[src/sv/apic_pkg.sv]
package apic_pkg;

  typedef enum logic [1:0] {
    CMD_DELIVER = 2'd0,
    CMD_ACK     = 2'd1,
    CMD_EOI     = 2'd2,
    CMD_READ    = 2'd3
  } cmd_t;

  localparam int unsigned SET_WORDS = 8;
  localparam logic [7:0] CLASS_MASK = 8'hf0;
  localparam logic [7:0] MIN_LEGAL_VECTOR = 8'd16;

  localparam logic [1:0] REG_TPR  = 2'd0;
  localparam logic [1:0] REG_SPUR = 2'd1;
  localparam logic [1:0] REG_SUPP = 2'd2;

  localparam logic [1:0] GRP_ISR = 2'd0;
  localparam logic [1:0] GRP_TMR = 2'd1;
  localparam logic [1:0] GRP_IRR = 2'd2;

  typedef struct packed {
    cmd_t       command;
    logic [7:0] vector;
    logic       level_trigger;
    logic       assert_line;
    logic [4:0] word_index;
  } item_t;

  typedef enum logic [2:0] {
    ST_IDLE,
    ST_SCAN,
    ST_APPLY,
    ST_PEND,
    ST_RESCAN
  } state_t;

  typedef struct packed {
    logic [7:0] vector;
    logic       found;
  } scan_res_t;

endpackage

[src/sv/apic_front.sv]
// front end: accepts commands, queues them (two entries)
module apic_front (
  input  logic                clk,
  input  logic                rst,
  input  logic                start,
  input  apic_pkg::item_t     item_in,
  input  logic                pop,
  output logic                busy,
  output logic                q_valid,
  output apic_pkg::item_t     q_item
);

  apic_pkg::item_t mem [2];
  logic       wr_ptr;
  logic       rd_ptr;
  logic [1:0] count;
  logic       push;
  logic       do_pop;

  assign busy    = (count == 2'd2);
  assign push    = start && !busy;
  assign q_valid = (count != 2'd0);
  assign do_pop  = pop && q_valid;
  assign q_item  = mem[rd_ptr];

  // queue storage
  always_ff @(posedge clk) begin
    if (push) begin
      mem[wr_ptr] <= item_in;
    end
  end

  // pointers and fill count
  always_ff @(posedge clk) begin
    if (rst) begin
      wr_ptr <= 1'b0;
      rd_ptr <= 1'b0;
      count  <= 2'd0;
    end else begin
      if (push) wr_ptr <= ~wr_ptr;
      if (do_pop) rd_ptr <= ~rd_ptr;
      count <= count + {1'b0, push} - {1'b0, do_pop};
    end
  end

endmodule

[src/sv/apic_scan.sv]
// highest set bit search, one 32-bit word per cycle, top word first
module apic_scan #(
  parameter int VECTOR_WORDS = 8
) (
  input  logic                        clk,
  input  logic                        rst,
  input  logic                        go,
  input  logic [VECTOR_WORDS*32-1:0]  set_bits,
  output logic                        done,
  output apic_pkg::scan_res_t         res
);

  localparam int WW = (VECTOR_WORDS > 1) ? $clog2(VECTOR_WORDS) : 1;

  logic          running;
  logic [WW-1:0] widx;
  logic [31:0]   word;
  logic [4:0]    bitpos;
  logic          nz;

  assign word = set_bits[widx*32 +: 32];
  assign nz   = (word != 32'd0);

  // priority encode within one word
  always_comb begin
    bitpos = 5'd0;
    for (int i = 0; i < 32; i++) begin
      if (word[i]) bitpos = 5'(i);
    end
  end

  always_ff @(posedge clk) begin
    if (rst) begin
      running <= 1'b0;
      done    <= 1'b0;
      widx    <= '0;
      res     <= '0;
    end else begin
      done <= running && !go && (nz || widx == '0);
      if (go) begin
        running <= 1'b1;
        widx    <= WW'(VECTOR_WORDS - 1);
      end else if (running) begin
        if (nz || widx == '0) begin
          running    <= 1'b0;
          res.found  <= nz;
          res.vector <= nz ? 8'({widx, bitpos}) : 8'd0;
        end else begin
          widx <= widx - 1'b1;
        end
      end
    end
  end

endmodule

[src/sv/apic_back.sv]
// back end: bit sets and command execution
module apic_back #(
  parameter int VECTOR_WORDS = 8
) (
  input  logic             clk,
  input  logic             rst,
  input  logic             q_valid,
  input  apic_pkg::item_t  q_item,
  output logic             pop,
  input  logic [7:0]       task_priority,
  input  logic [7:0]       spurious_vector,
  input  logic             eoi_broadcast_suppress,
  output logic             done,
  output logic             irq_pending,
  output logic [7:0]       ack_vector,
  output logic             eoi_broadcast,
  output logic [7:0]       eoi_vector,
  output logic             illegal_vector,
  output logic [7:0]       processor_priority,
  output logic [31:0]      read_data
);

  localparam int SET_BITS = VECTOR_WORDS * 32;

  apic_pkg::state_t state, state_next;
  apic_pkg::item_t  cur;

  logic [SET_BITS-1:0] irr;
  logic [SET_BITS-1:0] isr;
  logic [SET_BITS-1:0] tmr;
  logic [7:0]          cur_isv;

  logic                scan_go;
  logic                scan_sel_isr;
  logic                scan_done;
  apic_pkg::scan_res_t scan_res;
  logic [SET_BITS-1:0] scan_bits;

  logic [7:0] ppr;
  logic [7:0] ppr_cls;
  logic       kept_vec;
  logic       kept_cur;
  logic       kept_rd;
  logic [7:0] pick;

  // phase flag: after the apply step the last scan computes irq_pending
  logic applied;

  assign ppr_cls  = cur_isv & apic_pkg::CLASS_MASK;
  assign ppr      = (task_priority >= ppr_cls) ? task_priority : ppr_cls;
  assign kept_vec = ({1'b0, cur.vector[7:5]} < 4'(VECTOR_WORDS));
  assign kept_cur = ({1'b0, cur_isv[7:5]} < 4'(VECTOR_WORDS));
  assign kept_rd  = ({1'b0, cur.word_index[2:0]} < 4'(VECTOR_WORDS));
  assign pick     = (scan_res.found &&
                     ((scan_res.vector & apic_pkg::CLASS_MASK) > ppr)) ?
                    scan_res.vector : 8'd0;
  assign scan_bits = scan_sel_isr ? isr : irr;

  apic_scan #(.VECTOR_WORDS(VECTOR_WORDS)) u_scan (
    .clk      (clk),
    .rst      (rst),
    .go       (scan_go),
    .set_bits (scan_bits),
    .done     (scan_done),
    .res      (scan_res)
  );

  // next state
  always_comb begin
    state_next = state;
    unique case (state)
      apic_pkg::ST_IDLE: if (q_valid) state_next = apic_pkg::ST_SCAN;
      apic_pkg::ST_SCAN: begin
        if (cur.command == apic_pkg::CMD_ACK) state_next = apic_pkg::ST_PEND;
        else state_next = apic_pkg::ST_APPLY;
      end
      apic_pkg::ST_PEND: begin
        if (scan_done) state_next = applied ? apic_pkg::ST_IDLE : apic_pkg::ST_APPLY;
      end
      apic_pkg::ST_APPLY: begin
        if (cur.command == apic_pkg::CMD_EOI && cur_isv != 8'd0)
          state_next = apic_pkg::ST_RESCAN;
        else state_next = apic_pkg::ST_PEND;
      end
      apic_pkg::ST_RESCAN: if (scan_done) state_next = apic_pkg::ST_PEND;
      default: state_next = apic_pkg::ST_IDLE;
    endcase
  end

  // outputs of the sequencer
  always_comb begin
    pop          = (state == apic_pkg::ST_IDLE) && q_valid;
    scan_go      = ((state == apic_pkg::ST_SCAN) && (cur.command == apic_pkg::CMD_ACK)) ||
                   (state == apic_pkg::ST_APPLY) ||
                   ((state == apic_pkg::ST_RESCAN) && scan_done);
    scan_sel_isr = (state == apic_pkg::ST_RESCAN);
  end

  always_ff @(posedge clk) begin
    if (rst) begin
      state   <= apic_pkg::ST_IDLE;
      irr     <= '0;
      isr     <= '0;
      tmr     <= '0;
      cur_isv <= 8'd0;
      done    <= 1'b0;
      applied <= 1'b0;
    end else begin
      state <= state_next;
      done  <= (state == apic_pkg::ST_PEND) && scan_done && applied;
      if (pop) begin
        cur            <= q_item;
        applied        <= 1'b0;
        ack_vector     <= 8'd0;
        eoi_broadcast  <= 1'b0;
        eoi_vector     <= 8'd0;
        illegal_vector <= 1'b0;
        read_data      <= 32'd0;
      end
      // final request scan gives the pending flag and priority
      if (state == apic_pkg::ST_PEND && scan_done && applied) begin
        irq_pending        <= (pick != 8'd0);
        processor_priority <= ppr;
      end
      if (state == apic_pkg::ST_APPLY) begin
        applied <= 1'b1;
        case (cur.command)
          apic_pkg::CMD_DELIVER: begin
            if (cur.vector < apic_pkg::MIN_LEGAL_VECTOR) begin
              illegal_vector <= 1'b1;
            end else if (kept_vec) begin
              irr[cur.vector] <= !cur.level_trigger || cur.assert_line;
              tmr[cur.vector] <= cur.level_trigger;
            end
          end
          apic_pkg::CMD_ACK: begin
            if (pick != 8'd0) begin
              irr[pick] <= 1'b0;
              isr[pick] <= 1'b1;
              cur_isv   <= pick;
              ack_vector <= pick;
            end else begin
              ack_vector <= spurious_vector;
            end
          end
          apic_pkg::CMD_EOI: begin
            if (cur_isv != 8'd0) begin
              // retire the vector in service; the in-service rescan follows
              if (kept_cur) isr[cur_isv] <= 1'b0;
              if (kept_cur && tmr[cur_isv] && !eoi_broadcast_suppress) begin
                eoi_broadcast <= 1'b1;
                eoi_vector    <= cur_isv;
              end
            end
          end
          default: begin
            if (kept_rd) begin
              case (cur.word_index[4:3])
                apic_pkg::GRP_ISR: read_data <= isr[cur.word_index[2:0]*32 +: 32];
                apic_pkg::GRP_TMR: read_data <= tmr[cur.word_index[2:0]*32 +: 32];
                apic_pkg::GRP_IRR: read_data <= irr[cur.word_index[2:0]*32 +: 32];
                default:           read_data <= 32'd0;
              endcase
            end
          end
        endcase
      end
      // eoi rescan: highest remaining in-service vector
      if (state == apic_pkg::ST_RESCAN && scan_done) begin
        cur_isv <= scan_res.vector;
      end
    end
  end

`ifndef SYNTHESIS
  a_pop_idle: assert property (@(posedge clk) disable iff (rst)
    pop |-> state == apic_pkg::ST_IDLE) else $error("pop outside idle");
  a_done_one: assert property (@(posedge clk) disable iff (rst)
    done |=> !done) else $error("double result");
  a_ppr: assert property (@(posedge clk) disable iff (rst)
    done |-> processor_priority >= task_priority) else $error("ppr below tpr");
`endif

endmodule

[src/sv/apic_interrupt_priority.sv]
// Local APIC interrupt priority core.
// Commands enter on start/busy: an item is taken at a clock edge with start
// high and busy low. A two-entry queue sits in front of the execution unit,
// so busy rises only when two commands wait.
// Config registers (task priority, spurious vector, EOI broadcast suppress)
// are written through cfg_we/cfg_index/cfg_data; the user writes them only while
// the block is idle, which the block leaves to the user. Each command gives one
// result, shown for one cycle with done high; the receiver cannot stall it.
// Each scan walks the 32-bit words of a bit set from the top, one word per
// cycle. Deliver and read run one request scan, acknowledge runs two request
// scans, and an end of interrupt with a vector in service runs an in-service
// scan and a request scan. Commands are executed one at a time.
// Reset clears all bit sets, the in-service vector and the queue; registers
// return to 0, 255 and 0.
module apic_interrupt_priority #(
  parameter int VECTOR_WORDS = 8
) (
  input  logic        clk,
  input  logic        rst,
  input  logic        start,
  output logic        busy,
  input  logic [1:0]  command,
  input  logic [7:0]  vector,
  input  logic        level_trigger,
  input  logic        assert_line,
  input  logic [4:0]  word_index,
  input  logic        cfg_we,
  input  logic [1:0]  cfg_index,
  input  logic [7:0]  cfg_data,
  output logic        done,
  output logic        irq_pending,
  output logic [7:0]  ack_vector,
  output logic        eoi_broadcast,
  output logic [7:0]  eoi_vector,
  output logic        illegal_vector,
  output logic [7:0]  processor_priority,
  output logic [31:0] read_data
);

  apic_pkg::item_t item_in;
  apic_pkg::item_t q_item;
  logic            q_valid;
  logic            pop;
  logic [7:0]      task_priority;
  logic [7:0]      spurious_vector;
  logic            eoi_broadcast_suppress;

  assign item_in = '{command: apic_pkg::cmd_t'(command), vector: vector,
                     level_trigger: level_trigger, assert_line: assert_line,
                     word_index: word_index};

  // configuration registers
  always_ff @(posedge clk) begin
    if (rst) begin
      task_priority          <= 8'd0;
      spurious_vector        <= 8'hff;
      eoi_broadcast_suppress <= 1'b0;
    end else if (cfg_we) begin
      case (cfg_index)
        apic_pkg::REG_TPR:  task_priority <= cfg_data;
        apic_pkg::REG_SPUR: spurious_vector <= cfg_data;
        apic_pkg::REG_SUPP: eoi_broadcast_suppress <= cfg_data[0];
        default: ;
      endcase
    end
  end

  apic_front u_front (
    .clk     (clk),
    .rst     (rst),
    .start   (start),
    .item_in (item_in),
    .pop     (pop),
    .busy    (busy),
    .q_valid (q_valid),
    .q_item  (q_item)
  );

  apic_back #(.VECTOR_WORDS(VECTOR_WORDS)) u_back (
    .clk                    (clk),
    .rst                    (rst),
    .q_valid                (q_valid),
    .q_item                 (q_item),
    .pop                    (pop),
    .task_priority          (task_priority),
    .spurious_vector        (spurious_vector),
    .eoi_broadcast_suppress (eoi_broadcast_suppress),
    .done                   (done),
    .irq_pending            (irq_pending),
    .ack_vector             (ack_vector),
    .eoi_broadcast          (eoi_broadcast),
    .eoi_vector             (eoi_vector),
    .illegal_vector         (illegal_vector),
    .processor_priority     (processor_priority),
    .read_data              (read_data)
  );

endmodule
[config.mk]
export PLATFORM = sky130hd
export DESIGN_NAME = apic_interrupt_priority
export DESIGN_NICKNAME = d
export VERILOG_FILES = /design/src/sv/apic_pkg.sv /design/src/sv/apic_front.sv /design/src/sv/apic_scan.sv /design/src/sv/apic_back.sv /design/src/sv/apic_interrupt_priority.sv
export SDC_FILE = /design/constraint.sdc
export NUM_CORES = 2
export LEC_CHECK = 0
export ABC_AREA = 0
export BUFFER_PORTS_ARGS = -buffer_cell sky130_fd_sc_hd__buf_2
export CAP_MARGIN = 20
export CORE_ASPECT_RATIO = 0.6
export CORE_MARGIN = 2
export CORE_UTILIZATION = 44
export CTS_BUF_LIST = sky130_fd_sc_hd__clkbuf_2
export DETAILED_ROUTE_END_ITERATION = 8
export PLACE_DENSITY = 0.63
export SYNTH_ARGS = -nofsm -noshare
export SYNTH_HDL_FRONTEND = slang
export SYNTH_SLANG_ARGS = --single-unit
[constraint.sdc]
create_clock -name clk -period 12.8 [get_ports clk]
set_input_delay 1.28 -clock clk [delete_from_list [all_inputs] [get_ports clk]]
set_output_delay 1.28 -clock clk [all_outputs]
set_load 0.02 [all_outputs]
==> impl_metrics.yaml <==
synthesis:
  yosysWarningCount: 0
  postSynthAreaPerCell_um2: 8.878
  synth-edff-count: 110
  ys.flop_type: "dfxtp_1"
  synth-seq-area-share: 0.3717
  ys_types: 83
  synth_commonest_cells: "816 x dfxtp_1, 715 x nand2_1, 558 x o21ai_0, 533 x nor2_1, 515 x clkbuf_1"
  synth.most_common_cell: "dfxtp_1"
  synth_seq_cells: 926
  yosys.area.top_type: "dfxtp_1"
  async_reset_ff_frac: 0
  synthTopCellsByArea: "dfxtp_1 31%, mux4_2 15%, edfxtp_1 6.3%, o211ai_1 5.3%, o21ai_0 5.3%"
  syn_nets: 5998
  netlist_area_um2: 52840
  netlist.area_leader.share: 0.3091
  syn_inst: 5952
min_path:
  hold_path.class: "primary input to register"
  hp-start: "cfg_index[0]"
floorplan:
  initial_core_util: 0.4438
  fp.dieW_um: 451.4
  die_area_um2: 123000
  core_um2: 119100
  rows: 98
  fp.dieH_um: 272.4
  pin_count: 92
critical_path:
  rr_startpoint: "u_back.cur_isv[5]"
  critPathKind: "register to register"
  crit_fanout: 68
  start_kind: "register"
  arrival_ns: 9.29
  critPathLaunch: "u_back.cur_isv[5]"
  crit_path_end_kind: "register"
  crit_required_ns: 14.44
power_and_ir_drop:
  p_per_area_nw_per_um2: 141.4
  leakage_nw: 18.14
  ir_worst_vdd_mv: 0.09375
sta:
  tightest_slew_ns: 1.412
  setup_viol: 0
  finalCritPeriodShare: 0.5975
  clock.fmax_mhz: 130.8
  rsz0062_at_grt: "no"
  tns_ns: 0
  skew_ns: 0.1483
  max-slew-margin-rel: 0.04857
  finalHoldViolCount: 0
  drv_slew: 0
  period_needed_ns: 7.648
  holdWs_ns: 0.1331
  finalWorstSetupSlack_ns: 5.152
layout:
  area_growth_pct: 8.574
  layout-drive-gt1-share: 0.1733
  layout.nets: 5940
  fillers: 11520
route:
  detail-route-antenna-nets: 0
  via_count: 57030
  vias_per_cell: 7.380
  wl_per_cell_um: 38.25
  firstDrtPassIters: 9
  drcViolationCount: 5
  wirelength_um: 295600
  drtIter0Drc: 10770
cts:
  clock_path_buffers: 3
  cts_sinks: 926
  cts-root-buf: "clkbuf_2"
  cts_tree: "built"
  cts_buffers: 225
  clkSlewWorstSetupHoldPaths_ns: 0.12
  clk_latency_ns: 1.87
  postCtsSetupRepairBufs: 0
  cts_resized: 0
  cts.htree.levels: 4
placed_design:
  gp_congestion: 1.094
  dp_slack_ns: 5.567
  portBuffers: 91
  dp_hpwl_um: 206600
grt:
  grt_max_degree: 156
  gr-total-overflow: 0
  antenna_found_initial: 27
  grt_pass1_wl_um: 403100
  grt_usage: 0.4649
  grt_pass1_vias: 49600
job:
  cap_violations: 0
outcome:
  violations: "design-rule violations"
  status: "complete, but fails checks"
-- routing by layer --
layer	vias to the layer above	wire, µm	global-route usage
met5	-	1269	0.07355
met4	37	12760	0.1742
met3	821	62900	0.3347
met2	5559	102600	0.5426
met1	27950	116100	0.6286
li1	22660	-	-
-- flip-flops by register name, indices dropped and copies added, names as in the netlist, 2 cells and up --
| register | cells |
|---|---|
| u_back.ack_vector | 8 |
| u_front.mem | 34 |
| u_back.processor_priority | 8 |
| u_back.u_scan.widx | 3 |
| u_back.tmr | 256 |
| u_back.isr | 256 |
| u_back.cur | 17 |
| u_back.u_scan.res | 9 |
| u_back.cur_isv | 8 |
| u_back.irr | 256 |
| u_back.eoi_vector | 8 |
| u_back.read_data | 32 |
| spurious_vector | 8 |
| u_back.state | 3 |
| task_priority | 8 |
| u_front.count | 2 |
-- what timing repair did --
item / CTS / global route
hold endpoints to repair: 76 / 0
hold buffers: 46 / 0
endpoints found under the setup margin: 0 / 0
-- critical path, cell delays in order, from the launching register on --
cell      delay, ns
dfxtp_1        0.72
clkinv_1       0.47
ha_1           0.41
a21o_1         0.16
a21oi_1        0.18
nor2b_1        0.06
nor2_1         0.62
mux2i_1        0.34
ha_1           0.28
a21o_1         0.16
a21oi_1        0.14
nor2b_1        0.06
o21ai_1        0.75
or3_1          0.32
o21a_4         0.55
buf_4          0.91
buf_4          0.74
a21oi_1        0.13
a311oi_1       0.32
-- path summary, 6_finish.rpt --
kind	endpoint	slack, ns	cells after the start
hold / removal	spurious_vector[2]	0.13	4
hold reg to reg	u_back.tmr[210]	0.48	2
setup / recovery	u_back.irr[132]	5.15	18
setup reg to reg	u_back.irr[132]	5.15	18
-- cell usage in the layout (no fill, tap or decap), types with 25 or more instances in the layout --
cell type,netlist,layout
nand3_1,324,318
dlygate4sd3_1,0,46
buf_2,31,92
nand2b_1,26,25
nor2_1,533,526
nand2_1,715,715
clkbuf_2,0,338
diode_2,0,40
o21ai_0,558,555
o211ai_1,372,372
a22o_1,298,298
mux4_2,348,348
edfxtp_1,110,110
mux2i_1,93,93
a21oi_1,447,442
clkinv_1,2,65
nor3_1,68,63
dfxtp_1,816,811
a31oi_1,129,128
nor2b_1,51,49
nand4_1,38,38
inv_1,35,33
a22oi_1,124,124
buf_4,7,155
-- where the power goes --
group          switching (W)  internal [W]
Combinational        0.00201      0.000699
Clock                0.00142      0.000799
Sequential          0.000115       0.00307
-- cells by family (layout without fill, tap and decap cells) --
logic type	count (synthesis)	after routing	share of synthesized area
flops	926	926	0.3717
mux	463	463	0.1706
other cells	0	40	0
buf+inv	632	768	0.04726
simple gates	1828	1828	0.1503
compound gates	2082	2082	0.2556
xor+xnor	6	6	0.0009945
fa+ha+maj	15	15	0.003552
-- through the flow --
step           std cells  total power [W]  utilization  instance area (µm²)
3_3_place_gp        7202         0.005722       0.4572                54430
4_1_cts             7677         0.007890       0.4798                57130
6_report            7728         0.008112       0.4819                57370
2_1_floorplan       5952         0.004680            -                52840
3_5_place_dp        7210         0.005741       0.4579                54520
5_1_grt             7693         0.008242       0.4811                57280
-- final cells by class --
cell class                      instances  area [µm²]  area share
Inverter                               39       155.1    0.002704
Clock buffer                          338        1692     0.02948
Multi-Input combinational cell       4394       30960      0.5397
Clock inverter                         83       450.4    0.007851
Timing Repair Buffer                  308        2356     0.04107
Sequential cell                       926       19660      0.3426
Antenna cell                           40       100.1    0.001745
Tap cell                             1600        2002     0.03489
No activity file was read; power rests on OpenSTA's default activity.
